==> src/rtl/u8d_pkg.sv <==
package u8d_pkg;

  localparam int unsigned CpW  = 31;
  localparam int unsigned LenW = 3;

  // Length codes
  localparam logic [LenW-1:0] LEN_NONE = 3'd0;
  localparam logic [LenW-1:0] LEN_1    = 3'd1;
  localparam logic [LenW-1:0] LEN_2    = 3'd2;
  localparam logic [LenW-1:0] LEN_3    = 3'd3;
  localparam logic [LenW-1:0] LEN_4    = 3'd4;
  localparam logic [LenW-1:0] LEN_5    = 3'd5;
  localparam logic [LenW-1:0] LEN_6    = 3'd6;

  // Status codes
  localparam logic ST_OK  = 1'b0;
  localparam logic ST_ERR = 1'b1;

  localparam logic [7:0] PayloadMask = 8'h3F;

  // One input request as held in the input register
  typedef struct packed {
    logic [7:0] byte_val;
    logic       last;
  } u8d_item_t;

  // Decode outcome for one request
  typedef struct packed {
    logic             emit;
    logic [CpW-1:0]   cp;
    logic             err;
    logic [LenW-1:0]  len;
  } u8d_res_t;

  // Smallest value a sequence of the given length may legally carry
  function automatic logic [CpW-1:0] min_value(input logic [LenW-1:0] len);
    logic [CpW-1:0] v;
    case (len)
      LEN_2:   v = 31'h0000080;
      LEN_3:   v = 31'h0000800;
      LEN_4:   v = 31'h0010000;
      LEN_5:   v = 31'h0200000;
      LEN_6:   v = 31'h4000000;
      default: v = '0;
    endcase
    return v;
  endfunction

endpackage

==> src/rtl/u8d_in_reg.sv <==
module u8d_in_reg
  import u8d_pkg::*;
(
  input  logic       clk,
  input  logic       rst_n,
  input  logic       in_valid,
  input  logic [7:0] in_byte,
  input  logic       in_last,
  input  logic       advance,
  output logic       in_stall,
  output logic       valid,
  output u8d_item_t  item
);

  logic      valid_r;
  logic      valid_nxt;
  u8d_item_t item_r;
  logic      take;

  // Register is free when empty or when its request moves on this cycle
  assign in_stall  = valid_r && !advance;
  assign take      = in_valid && !in_stall;
  assign valid_nxt = take ? 1'b1 : (advance ? 1'b0 : valid_r);

  always_ff @(posedge clk) begin
    if (!rst_n) begin
      valid_r <= 1'b0;
    end else begin
      valid_r <= valid_nxt;
    end
  end

  always_ff @(posedge clk) begin
    if (take) begin
      item_r.byte_val <= in_byte;
      item_r.last     <= in_last;
    end
  end

  assign valid = valid_r;
  assign item  = item_r;

endmodule

==> src/rtl/u8d_core.sv <==
module u8d_core
  import u8d_pkg::*;
(
  input  logic      clk,
  input  logic      rst_n,
  input  u8d_item_t item,
  input  logic      fire,
  output u8d_res_t  res
);

  logic [2:0]     rem_r, rem_nxt;
  logic [2:0]     slen_r, slen_nxt;
  logic [CpW-1:0] acc_r, acc_nxt;

  // Decode one byte against the sequence state
  always_comb begin
    logic [7:0]     b;
    logic [2:0]     lead_n;
    logic           lead_ok;
    logic [7:0]     lead_mask;
    logic [2:0]     taken;
    logic [CpW-1:0] acc_sh;
    logic [2:0]     rem_dec;

    b         = item.byte_val;
    lead_ok   = 1'b1;
    lead_n    = 3'd1;
    // count of continuation bytes from the first zero below the top two ones
    if (!b[5])      lead_n = 3'd1;
    else if (!b[4]) lead_n = 3'd2;
    else if (!b[3]) lead_n = 3'd3;
    else if (!b[2]) lead_n = 3'd4;
    else if (!b[1]) lead_n = 3'd5;
    else            lead_ok = 1'b0;
    lead_mask = PayloadMask >> lead_n;
    taken     = slen_r - rem_r + 3'd1;
    acc_sh    = {acc_r[CpW-7:0], b[5:0]};
    rem_dec   = rem_r - 3'd1;

    res      = '{emit: 1'b0, cp: '0, err: ST_OK, len: LEN_NONE};
    rem_nxt  = rem_r;
    slen_nxt = slen_r;
    acc_nxt  = acc_r;

    if (rem_r == 3'd0) begin
      if (!b[7]) begin
        res = '{emit: 1'b1, cp: {23'd0, b}, err: ST_OK, len: LEN_1};
      end else if (!b[6] || !lead_ok || item.last) begin
        // stray continuation, 0xFE/0xFF, or string ends on a lead byte
        res = '{emit: 1'b1, cp: '0, err: ST_ERR, len: LEN_1};
      end else begin
        rem_nxt  = lead_n;
        slen_nxt = lead_n + 3'd1;
        acc_nxt  = {23'd0, b & lead_mask};
      end
    end else if (!(b inside {[8'h80:8'hBF]})) begin
      // wrong byte inside a sequence: drop it and abandon
      res      = '{emit: 1'b1, cp: '0, err: ST_ERR, len: taken};
      rem_nxt  = '0;
      slen_nxt = '0;
      acc_nxt  = '0;
    end else if (rem_dec == 3'd0) begin
      // sequence complete; reject overlong forms
      if (acc_sh < min_value(slen_r)) begin
        res = '{emit: 1'b1, cp: '0, err: ST_ERR, len: slen_r};
      end else begin
        res = '{emit: 1'b1, cp: acc_sh, err: ST_OK, len: slen_r};
      end
      rem_nxt  = '0;
      slen_nxt = '0;
      acc_nxt  = '0;
    end else if (item.last) begin
      // string ends mid-sequence
      res      = '{emit: 1'b1, cp: '0, err: ST_ERR, len: taken};
      rem_nxt  = '0;
      slen_nxt = '0;
      acc_nxt  = '0;
    end else begin
      rem_nxt = rem_dec;
      acc_nxt = acc_sh;
    end
  end

  // Sequence state advances once per request that moves on
  always_ff @(posedge clk) begin
    if (!rst_n) begin
      rem_r  <= '0;
      slen_r <= '0;
      acc_r  <= '0;
    end else if (fire) begin
      rem_r  <= rem_nxt;
      slen_r <= slen_nxt;
      acc_r  <= acc_nxt;
    end
  end

endmodule

==> src/rtl/u8d_out_reg.sv <==
module u8d_out_reg
  import u8d_pkg::*;
(
  input  logic            clk,
  input  logic            rst_n,
  input  logic            load,
  input  u8d_res_t        res,
  input  logic            out_stall,
  output logic            ready,
  output logic            out_valid,
  output logic [CpW-1:0]  out_code_point,
  output logic            out_status,
  output logic [LenW-1:0] out_seq_length
);

  logic            valid_r, valid_nxt;
  logic [CpW-1:0]  cp_r;
  logic            st_r;
  logic [LenW-1:0] len_r;

  // Can take a new result when empty or when the held one leaves now
  assign ready     = !valid_r || !out_stall;
  assign valid_nxt = load ? 1'b1 : (out_stall ? valid_r : 1'b0);

  always_ff @(posedge clk) begin
    if (!rst_n) begin
      valid_r <= 1'b0;
    end else begin
      valid_r <= valid_nxt;
    end
  end

  always_ff @(posedge clk) begin
    if (load) begin
      cp_r  <= res.cp;
      st_r  <= res.err;
      len_r <= res.len;
    end
  end

  assign out_valid      = valid_r;
  assign out_code_point = cp_r;
  assign out_status     = st_r;
  assign out_seq_length = len_r;

endmodule

==> src/rtl/utf8_decoder.sv <==
// Channel   Ports                                              Direction
// input     in_valid, in_stall, in_byte, in_last_in_string     request in
// result    out_valid, out_stall, out_code_point, out_status,  request out
//           out_seq_length
//
// One byte per clock sustained unless a stalled result holds it up; a request
// waits in the input register, is decoded against the sequence state and its
// result, if any, lands in the result register.
// Reset (rst_n low, synchronous) empties both registers and returns to idle.
// A stalled result only holds up bytes that produce a result; bytes in the
// middle of a sequence keep flowing.
module utf8_decoder
  import u8d_pkg::*;
(
  input  logic            clk,
  input  logic            rst_n,
  input  logic            in_valid,
  output logic            in_stall,
  input  logic [7:0]      in_byte,
  input  logic            in_last_in_string,
  output logic            out_valid,
  input  logic            out_stall,
  output logic [CpW-1:0]  out_code_point,
  output logic            out_status,
  output logic [LenW-1:0] out_seq_length
);

  logic      s1_valid;
  u8d_item_t s1_item;
  u8d_res_t  res;
  logic      out_ready;
  logic      advance;

  // Request moves on unless it has a result with nowhere to go
  assign advance = s1_valid && (!res.emit || out_ready);

  u8d_in_reg u_in (
    .clk      (clk),
    .rst_n    (rst_n),
    .in_valid (in_valid),
    .in_byte  (in_byte),
    .in_last  (in_last_in_string),
    .advance  (advance),
    .in_stall (in_stall),
    .valid    (s1_valid),
    .item     (s1_item)
  );

  u8d_core u_core (
    .clk   (clk),
    .rst_n (rst_n),
    .item  (s1_item),
    .fire  (advance),
    .res   (res)
  );

  u8d_out_reg u_out (
    .clk            (clk),
    .rst_n          (rst_n),
    .load           (advance && res.emit),
    .res            (res),
    .out_stall      (out_stall),
    .ready          (out_ready),
    .out_valid      (out_valid),
    .out_code_point (out_code_point),
    .out_status     (out_status),
    .out_seq_length (out_seq_length)
  );

endmodule

==> config.mk <==
export PLATFORM = sky130hd
export DESIGN_NAME = utf8_decoder
export DESIGN_NICKNAME = d
export VERILOG_FILES = /design/src/rtl/u8d_pkg.sv /design/src/rtl/u8d_in_reg.sv /design/src/rtl/u8d_core.sv /design/src/rtl/u8d_out_reg.sv /design/src/rtl/utf8_decoder.sv
export SDC_FILE = /design/constraint.sdc
export NUM_CORES = 1
export LEC_CHECK = 0
export ABC_CLOCK_PERIOD_IN_PS = 3700
export BUFFER_PORTS_ARGS = -buffer_cell sky130_fd_sc_hd__buf_2
export CAP_MARGIN = 20
export CORE_ASPECT_RATIO = 1.5
export CORE_MARGIN = 1
export CORE_UTILIZATION = 57
export CTS_CLUSTER_DIAMETER = 120
export DETAILED_ROUTE_END_ITERATION = 8
export PLACE_DENSITY = 0.85
export SKIP_CTS_REPAIR_TIMING = 1
export SLEW_MARGIN = 15
export SYNTH_ARGS = -nofsm -noshare
export SYNTH_HDL_FRONTEND = slang
export SYNTH_SLANG_ARGS = --single-unit
==> constraint.sdc <==
create_clock -name clk -period 3.7 [get_ports clk]
set_input_delay 0.925 -clock clk [delete_from_list [all_inputs] [get_ports clk]]
set_output_delay 0.925 -clock clk [all_outputs]
set_load 0.005 [all_outputs]
==> reports/results.ini <==
[status]
status=completed

[synthesis]
synth-main-ff-cell=edfxtp_1
seq_area_frac_synth_pct=56.45
synthCells=329
yosys.area_share.adder_pct=4.633
synth_top_family_by_area=simple AND/OR/NAND/NOR gates
synth_top_area_cell=edfxtp_1
synth_compound_area_share_pct=13.72
synth_area_leaders=edfxtp_1 (38%), dfxtp_1 (19%), nand2_1 (4.8%)
synth_xor_area_share_pct=1.247
netlist-cell-type-count=51
ys.warnings.count=0
syn_area_mm2=0.003511
syn_area_per_cell_um2=10.67
muxShareOfSynthArea_pct=0.2851
synth_nets=355
synth-simple-area-share_pct=19.71
async_reset_ff_share_pct=0
ys_seq_elements=77
synth-edff-count=44
yosys.area.top_type_share_pct=37.63

[drt]
detail_route.iter0.violations=213
wl_per_cell_um=15.78
vias=2645
route.detailed.drc=0
wl_um=7132
drtAntennaViolNets=0
viasPerCell=5.852
dr.pass1.iters=4

[layout]
final_nets=401
final_layout_size_suffix_gt1_share_pct=19.47
antenna_cells=0
area_growth_pct=14.90
final_common_cell=buf_2
fillers=448
final_cell_mix=buf_2 (49), nand2_1 (45), edfxtp_1 (44)

[timing]
hold_viol=0
maxSlewViolCount=0
max_freq_mhz=305.4
worst_pin_slew_ps=876.0
finalCritPeriodShare_pct=88.50
fin_setup_tns_ps=0
slew_headroom_pct=41.60
min_period_ps=3274
fin_skew_ps=9.633
setup_viol=0
rsz0062_at_grt=no

[worst_setup_path]
required_ps=2770
r2r_cells=7
cp-start-kind=flip-flop
crit_fanout=12
critical_path_class=flip-flop to output pin
worstPathArrival_ps=2350
crit_path_end_kind=output pin

[floorplanning]
core_mm2=0.005871
die_w_um=66.08
fp.dieArea_mm2=0.006484
start_util_pct=59.80
die_h_um=98.12
ios=50
num_rows=34

[hold_path]
hp-class=flip-flop to flip-flop
min_path_cells=2

[global_routing]
grt_max_degree=36
antenna_found_initial=0
grt_pass1_vias=2542
grt_pass1_wl_um=11470
grt-ovfl-total=0
grt_use_total_pct=24.01

[clock_network]
cts.sinks=77
clk_latency_ps=350
cts_made_buffers=9
tritoncts=yes
clock_path_buffers=2
root_buffer=clkbuf_8
htreeDepth=3
clkSlewWorstSetupHoldPaths_ps=80

[pwr]
total_power_w=0.001828
p_leak_nw=1.535
power_density_mw_per_mm2=453.1
vdd_drop_max_mv=0.3012

[place]
dp_hpwl_um=5154
gp_congestion=0.9640
port_buffers=49

[run]
drv_cap=0

cell type report:
class | instances | area [µm²] | share of cell area, %
clock inverters | 5 | 88.84 | 2.202
inverters | 10 | 37.54 | 0.9305
multi-input cells | 223 | 1400 | 34.71
flip-flops and latches | 77 | 1982 | 49.13
repair buffers | 54 | 282.8 | 7.010
clock buffers | 11 | 152.6 | 3.784
well taps | 72 | 90.09 | 2.233
critical path: stages (launching register included):
cell and delay [ps]:
dfxtp_1 370, inv_1 90, ha_1 240, nand2b_1 350
a31oi_1 130, a22oi_1 420, and3_1 280, buf_2 130
sequential cells by signal, summed over array words and instances (netlist names):
register              count
u_out.out_code_point     31
u_core.acc_r             25
u_in.item                 9
u_core.rem_r              3
u_core.slen_r             3
u_out.out_seq_length      3
u_in.valid                1
u_out.out_status          1
u_out.out_valid           1
cells in the mapped netlist, drive strengths merged, types with 4 or more instances:
master  count
a21boi      6
a21oi       5
and3        4
buf         9
clkbuf     10
dfxtp      33
edfxtp     44
ha         13
inv        10
nand2      45
nand3      25
nor2       11
nor2b      27
o21ai      28
o22ai       6
or4         4
per-layer routing:
layer / GRT usage [%] / routed length [µm] / part of all wire [%]
met4: 15.06 / 363 / 5.1
met2: 40.58 / 3797 / 53
met3: 6.075 / 324 / 4.5
met5: 0 / 0 / 0
met1: 26.03 / 2647 / 37
metrics by stage:
stage               std cells  hold WS (ps)  worst slack [ps]  cell area [µm²]  util, %
finish                    452         476.5             425.6             4034    68.71
global route              452         511.8             233.1             4034    68.71
CTS                       452         479.4             432.6             4034    68.71
detailed placement        436         467.5             829.7             3792    64.60
global placement          436         456.8             928.7             3792    64.60
floorplan                 329         438.9             360.2             3511        -
power breakdown:
group / total [W] / switching, W / leakage, nW / internal [W]
combinational: 0.000133 / 0.0000841 / 0.726 / 0.0000490
sequential: 0.000951 / 0.0000166 / 0.688 / 0.000935
clock: 0.000743 / 0.000314 / 0.121 / 0.000429
total: 0.00183 / 0.000415 / 1.54 / 0.00141
final timing paths:
check | end | slack (ps) | start
max reg2reg | u_out.out_code_point[6]$_DFFE_PP_ | 990 | u_core.slen_r[0]$_SDFFE_PN0P_
max | in_stall | 430 | u_core.rem_r[0]$_SDFFE_PN0P_
min reg2reg | u_core.acc_r[21]$_SDFFE_PN0P_ | 480 | u_core.acc_r[21]$_SDFFE_PN0P_
min | u_core.acc_r[21]$_SDFFE_PN0P_ | 480 | u_core.acc_r[21]$_SDFFE_PN0P_
logic make-up after synthesis:
group           count (synthesis)
xor+xnor                        5
mux                             1
compound gates                 70
simple gates                  134
flops                          77
buf+inv                        29
fa+ha+maj                      13
Note: power is estimated with default switching activity, not from simulation.
